## src/design/wspl_pkg.sv

```systemverilog
// Shared types, widths and constants for the wheel speed PID/PWM loop.
package wspl_pkg;

    localparam int AVG_WINDOW_DEF = 10;
    localparam int DUTY_MAX_DEF   = 1023;

    localparam int TICKS_W  = 12;
    localparam int TARGET_W = 13;
    localparam int SPEED_W  = 14;
    localparam int DUTY_W   = 10;
    localparam int CFG_W    = 16;
    localparam int CFG_IDX_W = 3;
    localparam int GAIN_W   = 16;
    localparam int ERR_W    = 16;
    localparam int DIFF_W   = ERR_W + 1;
    localparam int INTEG_W  = 32;
    localparam int FRAC_W   = 12;
    localparam int ACC_W    = 50;

    localparam int SPEED_MAX = 16383;

    // Register indexes on the configuration port
    localparam logic [CFG_IDX_W-1:0] REG_RPM_SCALE = 3'd0;
    localparam logic [CFG_IDX_W-1:0] REG_GAIN_P    = 3'd1;
    localparam logic [CFG_IDX_W-1:0] REG_GAIN_I    = 3'd2;
    localparam logic [CFG_IDX_W-1:0] REG_GAIN_D    = 3'd3;

    localparam logic [CFG_W-1:0] RPM_SCALE_RST = 16'd654;
    localparam logic [CFG_W-1:0] GAIN_P_RST    = 16'd410;
    localparam logic [CFG_W-1:0] GAIN_I_RST    = 16'd0;
    localparam logic [CFG_W-1:0] GAIN_D_RST    = 16'd0;

    typedef enum logic [3:0] {
        ST_IDLE,
        ST_RPM,
        ST_SUM,
        ST_DIV,
        ST_ERR,
        ST_MUL,
        ST_ACC,
        ST_DUTY,
        ST_OUT
    } state_t;

    typedef struct packed {
        logic   load;
        state_t state;
        logic   wrapped;
    } lane_ctrl_t;

endpackage

```

## src/design/wspl_lane.sv

```systemverilog
// One wheel lane: tick scaling, averaging window, PID step and duty update.
module wspl_lane #(
    parameter int AVG_WINDOW = wspl_pkg::AVG_WINDOW_DEF,
    parameter int DUTY_MAX   = wspl_pkg::DUTY_MAX_DEF,
    localparam int SLOT_W    = (AVG_WINDOW > 1) ? $clog2(AVG_WINDOW) : 1,
    localparam int HOLD_W    = $clog2(DUTY_MAX + 1)
) (
    input  logic                                 clk,
    input  logic                                 rst_n,
    input  wspl_pkg::lane_ctrl_t                 ctrl,
    input  logic [SLOT_W-1:0]                    slot,
    input  logic [wspl_pkg::TICKS_W-1:0]         ticks,
    input  logic signed [wspl_pkg::TARGET_W-1:0] target,
    input  logic [wspl_pkg::CFG_W-1:0]           rpm_scale,
    input  logic signed [wspl_pkg::GAIN_W-1:0]   gain_p,
    input  logic signed [wspl_pkg::GAIN_W-1:0]   gain_i,
    input  logic signed [wspl_pkg::GAIN_W-1:0]   gain_d,
    output logic [wspl_pkg::SPEED_W-1:0]         speed,
    output logic [HOLD_W-1:0]                    duty
);
    import wspl_pkg::*;

    localparam int SUM_W   = $clog2(AVG_WINDOW * SPEED_MAX + 1);
    localparam int DIV_SH  = SUM_W + $clog2(AVG_WINDOW);
    localparam int RECIP_W = SUM_W + 2;
    localparam longint unsigned RECIP = (longint'(1) << DIV_SH) / AVG_WINDOW + 1;
    localparam int QUOT_W  = SUM_W + RECIP_W;
    localparam int RPM_P_W = TICKS_W + CFG_W;
    localparam int WHOLE_W = ACC_W - FRAC_W;

    logic [TICKS_W-1:0]         ticks_reg;
    logic signed [TARGET_W-1:0] target_reg;
    logic [SPEED_W-1:0]         rpm_reg;
    logic [SPEED_W-1:0]         mem_q_reg;
    logic [SPEED_W-1:0]         window_mem [AVG_WINDOW];
    logic [SUM_W-1:0]           sum_reg;
    logic [SUM_W-1:0]           sum_next;
    logic [QUOT_W-1:0]          quot_reg;
    logic [QUOT_W-1:0]          quot_next;
    logic [SPEED_W-1:0]         speed_reg;
    logic [SPEED_W-1:0]         speed_next;
    logic signed [ERR_W-1:0]    err_reg;
    logic signed [ERR_W-1:0]    err_next;
    logic signed [ERR_W-1:0]    prev_reg;
    logic signed [DIFF_W-1:0]   diff;
    logic signed [INTEG_W-1:0]  integ_reg;
    logic signed [INTEG_W-1:0]  integ_next;
    logic signed [INTEG_W:0]    integ_sum;
    logic signed [2*GAIN_W-1:0] p_reg;
    logic signed [2*GAIN_W-1:0] p_next;
    logic signed [GAIN_W+INTEG_W-1:0] i_reg;
    logic signed [GAIN_W+INTEG_W-1:0] i_next;
    logic signed [GAIN_W+DIFF_W-1:0]  d_reg;
    logic signed [GAIN_W+DIFF_W-1:0]  d_next;
    logic signed [ACC_W-1:0]    total_reg;
    logic signed [ACC_W-1:0]    total_next;
    logic [WHOLE_W-1:0]         whole;
    logic [HOLD_W-1:0]          duty_reg;
    logic [HOLD_W-1:0]          duty_next;
    logic [RPM_P_W-1:0]         rpm_prod;
    logic [RPM_P_W-9:0]         rpm_shift;
    logic [SPEED_W-1:0]         rpm_next;
    logic [SPEED_W-1:0]         old_rpm;

    always_comb
    begin
        rpm_prod  = RPM_P_W'(ticks_reg) * RPM_P_W'(rpm_scale);
        rpm_shift = rpm_prod[RPM_P_W-1:8];
        rpm_next  = (rpm_shift > (RPM_P_W-8)'(SPEED_MAX)) ? SPEED_W'(SPEED_MAX)
                                                         : rpm_shift[SPEED_W-1:0];

        // Slots not yet written since reset read as zero
        old_rpm  = ctrl.wrapped ? mem_q_reg : '0;
        sum_next = sum_reg - SUM_W'(old_rpm) + SUM_W'(rpm_reg);

        // Exact division by the window length: multiply by a rounded-up reciprocal
        quot_next  = QUOT_W'(sum_reg) * QUOT_W'(RECIP);
        speed_next = quot_reg[DIV_SH +: SPEED_W];
        err_next   = ERR_W'(target_reg) - $signed({2'b00, speed_next});

        diff   = DIFF_W'(err_reg) - DIFF_W'(prev_reg);
        p_next = gain_p * err_reg;
        i_next = gain_i * integ_reg;
        d_next = gain_d * diff;

        total_next = ACC_W'($signed({1'b0, duty_reg, {FRAC_W{1'b0}}}))
                   + ACC_W'(p_reg) + ACC_W'(i_reg) + ACC_W'(d_reg);

        integ_sum = (INTEG_W+1)'(integ_reg) + (INTEG_W+1)'(err_reg);
        if (integ_sum[INTEG_W] != integ_sum[INTEG_W-1])
        begin
            // Saturate at the signed limits
            integ_next = integ_sum[INTEG_W] ? {1'b1, {(INTEG_W-1){1'b0}}}
                                            : {1'b0, {(INTEG_W-1){1'b1}}};
        end
        else
        begin
            integ_next = integ_sum[INTEG_W-1:0];
        end

        whole = total_reg[ACC_W-1:FRAC_W];
        if (total_reg[ACC_W-1] || (whole == '0))
        begin
            duty_next = '0;
        end
        else if (whole > WHOLE_W'(DUTY_MAX))
        begin
            duty_next = HOLD_W'(DUTY_MAX);
        end
        else
        begin
            duty_next = whole[HOLD_W-1:0];
        end
    end

    // Loop state
    always_ff @(posedge clk or negedge rst_n)
    begin
        if (!rst_n)
        begin
            sum_reg   <= '0;
            integ_reg <= '0;
            prev_reg  <= '0;
            duty_reg  <= '0;
        end
        else
        begin
            case (ctrl.state)
                ST_SUM:
                begin
                    sum_reg <= sum_next;
                end
                ST_ACC:
                begin
                    integ_reg <= integ_next;
                    prev_reg  <= err_reg;
                end
                ST_DUTY:
                begin
                    duty_reg <= duty_next;
                end
                default:
                begin
                end
            endcase
        end
    end

    // Working values of the current item
    always_ff @(posedge clk)
    begin
        if (ctrl.load)
        begin
            ticks_reg  <= ticks;
            target_reg <= target;
        end
        case (ctrl.state)
            ST_RPM:
            begin
                rpm_reg <= rpm_next;
            end
            ST_DIV:
            begin
                quot_reg <= quot_next;
            end
            ST_ERR:
            begin
                speed_reg <= speed_next;
                err_reg   <= err_next;
            end
            ST_MUL:
            begin
                p_reg <= p_next;
                i_reg <= i_next;
                d_reg <= d_next;
            end
            ST_ACC:
            begin
                total_reg <= total_next;
            end
            default:
            begin
            end
        endcase
    end

    // Averaging window store
    always_ff @(posedge clk)
    begin
        if (ctrl.state == ST_RPM)
        begin
            mem_q_reg <= window_mem[slot];
        end
        if (ctrl.state == ST_SUM)
        begin
            window_mem[slot] <= rpm_reg;
        end
    end

    assign speed = speed_reg;
    assign duty  = duty_reg;

    a_duty_range: assert property (@(posedge clk) disable iff (!rst_n)
        ($past(ctrl.state) == ST_DUTY) |-> (int'(duty_reg) <= DUTY_MAX))
        else $error("duty above its limit");

    a_sum_bound: assert property (@(posedge clk) disable iff (!rst_n)
        (ctrl.state == ST_DIV) |-> (int'(sum_reg) <= AVG_WINDOW * SPEED_MAX))
        else $error("window sum out of range");

    a_integ_hold: assert property (@(posedge clk) disable iff (!rst_n)
        (ctrl.state != ST_ACC) |=> $stable(integ_reg))
        else $error("integral changed outside its update step");

endmodule

```

## config.mk

```make
export PLATFORM = sky130hd
export DESIGN_NAME = wspl_lane
export DESIGN_NICKNAME = d
export VERILOG_FILES = /design/src/design/wspl_pkg.sv /design/src/design/wspl_lane.sv
export SDC_FILE = /design/constraint.sdc
export NUM_CORES = 2
export LEC_CHECK = 0
export BUFFER_PORTS_ARGS = -buffer_cell sky130_fd_sc_hd__buf_2
export CORE_MARGIN = 1
export CORE_UTILIZATION = 61
export CTS_BUF_LIST = sky130_fd_sc_hd__clkbuf_8
export DETAILED_ROUTE_END_ITERATION = 16
export PLACE_DENSITY = 0.81
export SYNTH_ARGS = -nofsm -noshare
export SYNTH_HDL_FRONTEND = slang
export SYNTH_SLANG_ARGS = --single-unit
export TNS_END_PERCENT = 1
```

## constraint.sdc

```tcl
create_clock -name clk -period 8 [get_ports clk]
set_input_delay 0 -clock clk [delete_from_list [all_inputs] [get_ports clk]]
set_output_delay 0 -clock clk [all_outputs]
set_load 0.005 [all_outputs]
```

==> qor_table.md <==
| Parameter | This run | Unit |
|:---|:---|:---|
| Status | complete, but fails checks | - |
| Violated checks | negative setup slack | - |
| Syn Nets | 9284 | - |
| Cell Rows | 126 | - |
| Proportion of synthesized chip area in sequential cells | 0.187 | - |
| Fraction of synthesized area in multiplexers | 0.0117 | - |
| Filler cells | 8878 | - |
| Synth Area in Simple Gates | 0.130 | - |
| Clk sinks | 464 | - |
| Commonest non-fill, non-tap cell in the layout | inv_1 | - |
| Final hold violations | 0 | - |
| Count of input and output buffers | 124 | - |
| Max FFs per register | 140 | - |
| Root buffer selected by CTS | clkbuf_8 | - |
| Crit. End Element | register | - |
| Commonest cells after routing, fill and taps aside | inv_1 (1546), fa_1 (1329), nand2_1 (860) | - |
| Final Cycle Share | 1.00 | - |
| Max Clock Skew | 0.0469 | ns |
| DIE HEIGHT | 347 | um |
| Hold Path Depth | 4 | - |
| Placeable Area | 118000 | um2 |
| CTS HTree Levels | 3 | - |
| Most instantiated flip-flop cell in the synthesis netlist | edfxtp_1 | - |
| Post-Synth XOR/XNOR Area | 0.0278 | - |
| Compound-Gate Fraction of Synth Area | 0.0682 | - |
| Startpoint of the lowest-slack hold path | slot[2] | - |
| Setup repair after global routing missed its margin | yes | - |
| First-pass GRT wire length | 290 | mm |
| Yosys reg bits | 464 | - |
| Peak Freq | 0.125 | GHz |
| Dominant cells by area after synthesis | fa_1 (37%), edfxtp_1 (16%), ha_1 (11%), inv_1 (7.9%), nand2_1 (4.5%) | - |
| Distinct cells, synth | 89 | - |
| Latest clock arrival within the worst-skew pair | 0.78 | ns |
| Maximum number of pins on one net before global-route repair | 70 | - |
| Crit. Startpoint | prev_reg[0]$_DFFE_PN0N_ | - |
| Number of stages on the worst setup path | 32 | - |
| Synthesized cell area | 72500 | um2 |
| Number of endpoints failing setup at the final stage | 1 | - |
| Tightest slew margin relative to the limit | 0.245 | - |
| Gate Count Post-Synth | 7219 | - |
| Final WL | 177 | mm |
| Endpoint of the worst hold path | mem_q_reg[3]$_DFFE_PN_ | - |
| CP Data Required Time | 8.50 | ns |
| Number of search-and-repair iterations in the first detailed-routing pass | 8 | - |
| EDFF count, synth | 388 | - |
| Post-place setup slack | -0.255 | ns |
| Width of the die | 347 | um |
| Register-to-register setup slack | -0.03 | ns |
| Dominant combinational cell family by area after synthesis | adder cells | - |
| Full die area | 120000 | um2 |
| Worst setup path category | reg2reg | - |
| Number of global-route vias before repair | 56200 | - |
| Slew of the pin with the lowest slew margin | 1.13 | ns |
| Detailed-route DRC error count | 0 | - |
| Total number of vias | 51500 | - |
| TritonCTS clock tree | done | - |
| Top cell family by delay on the critical path | adder cells | - |
| Total congestion overflow after global routing | 0 | - |
| Share of final-layout standard cells stronger than drive strength 1 | 0.0780 | - |
| Crit path buf inv count | 3 | - |
| Effective utilization at floorplan | 0.615 | - |
| Clock transition at the register clock pins on the worst setup and hold paths after CTS | 0.06 | ns |
| Yosys Warn Count | 0 | - |
| Endpoint of the lowest-slack register-to-register path | d_reg[31]$_DFFE_PN_ | - |
| Worst path max stage delay | 0.53 | ns |
| Type of element launching the critical path | register | - |
| Cell Count, Final, Fillers Out | 9012 | - |
| Library cell with the largest summed area after synthesis | fa_1 | - |
| Crit-path slowest cell | fa_1 | - |
| I/O Pins | 125 | - |
| Overall track demand over capacity in global routing | 0.305 | - |
| Final #Nets | 9471 | - |
| Syn Area/Cell | 10.0 | um2 |
| Reported max-cap violation count | 0 | - |
| Adder-cell share of the synthesized area | 0.482 | - |
| Buffers from clock root to sink, at most | 3 | - |
| Antenna violations before repair | 13 | - |
| Startpoint of the worst-slack reg-to-reg timing path | prev_reg[0]$_DFFE_PN0N_ | - |
| Final estimated routing congestion in global placement | 0.922 | - |
| DR iter-0 viols | 3778 | - |
| Worst Slack Setup Final | -0.0276 | ns |
| Synthesis-to-layout area growth | 7.71 | % |
| Average wire per cell in the routed design | 19.6 | um |
| Number of nets with antenna violations after detailed routing | 0 | - |
| Worst reg-to-reg path cell count | 32 | - |
| Count of final max-slew check failures | 0 | - |
| Mean number of vias per cell | 5.71 | - |
| Final worst path period need | 8.03 | ns |
| Clock buffer count from CTS | 80 | - |
| Tightest Hold Check Type | in2reg | - |
| Fraction of registers with async set/reset | 0.164 | - |
| Post-DP HPWL | 138 | mm |
| Worst endpoint data arrival time | 8.52 | ns |
| Placed insts | 8775 | - |
| CP max FO | 8 | - |
| Yosys top cell area share | 0.369 | - |
[metal layers]
metal | global-route usage | vias to the layer above | wire (um)
li1 | - | 22900 | -
met1 | 0.375 | 26000 | 66200
met2 | 0.532 | 1994 | 89700
met3 | 0.0494 | 547 | 12400
met4 | 0.134 | 16 | 8360
met5 | 0 | - | 89
[worst reg2reg max path: cells and delay by family (launching register included)]
kind                       cells  cell delay (ns)
xor gates and xnor gates       1             0.07
buffers and inverters          3             0.31
DFF                            1             0.41
and+or+nand+nor                3             0.43
adders and majority gates      9             3.71
AOI/OAI and AO/OA             16             2.87
[area by class of cell]
type	instances	area (um2)	share of cell area
clock inverters	60	467	0.00598
well taps	1536	1920	0.0246
inverters	1526	5730	0.0734
diodes	6	15.0	0.000192
clock buffers	86	1180	0.0152
flip-flops and latches	464	13600	0.174
multi-input cells	4960	52500	0.672
repair buffers	374	2720	0.0348
[cell usage after synthesis, drive strengths merged (9+ instances only)]
master and count:
nand4 18, buf 14, nand3 75, a311oi 15
a21oi 190, maj3 29, a31oi 21, a21o 99
o21bai 31, dfrtp 76, and4 10, inv 1526
and3 41, o211ai 25, or2 14, nor4 15
o311ai 13, fa 1336, nor2 181, ha 628
nor2b 68, a211oi 34, nand2b 101, o21ai 179
edfxtp 388, clkbuf 255, o31ai 9, o21a 38
and2 456, a21boi 16, xor2 75, mux2i 16
nor3b 10, nor3 56, a2111oi 10, mux4 28
or3 10, xnor2 153, nand2 861
[through the flow]
step                area, um2   util  hold WS [ns]  TNS (ns)
floorplan               72500      -        -0.296  -0.00314
global placement        75300  0.639        0.0722    -0.379
detailed placement      75300  0.639        0.0786    -0.898
CTS                     77900  0.660        0.0175  -0.00796
global route            78100  0.662        0.0662     -2.10
finish                  78100  0.662        0.0628   -0.0276
[cell families after synthesis]
family                     after synthesis
xor gates and xnor gates               228
AOI/OAI and AO/OA                      754
adders and majority gates             1993
and+or+nand+nor                       1936
buffers and inverters                 1795
muxes                                   49
DFF                                    464
[worst max-delay path by stage]
stage                                endpoint
after floorplan           d_reg[27]$_DFFE_PN_
after detailed placement  d_reg[31]$_DFFE_PN_
after global placement    d_reg[32]$_DFFE_PN_
after global routing      d_reg[31]$_DFFE_PN_
after CTS                 d_reg[32]$_DFFE_PN_
final                     d_reg[31]$_DFFE_PN_
[timing repair]
item,CTS,global route
hold buffers,63,0
endpoints found under the hold margin,217,0
gates resized for setup,36,38
pin swaps,21,36
setup endpoints to repair,8,12
setup buffers,12,10
Power is not shown: default switching activity piles up to over one toggle a cycle in this logic, so the estimate is an artifact.
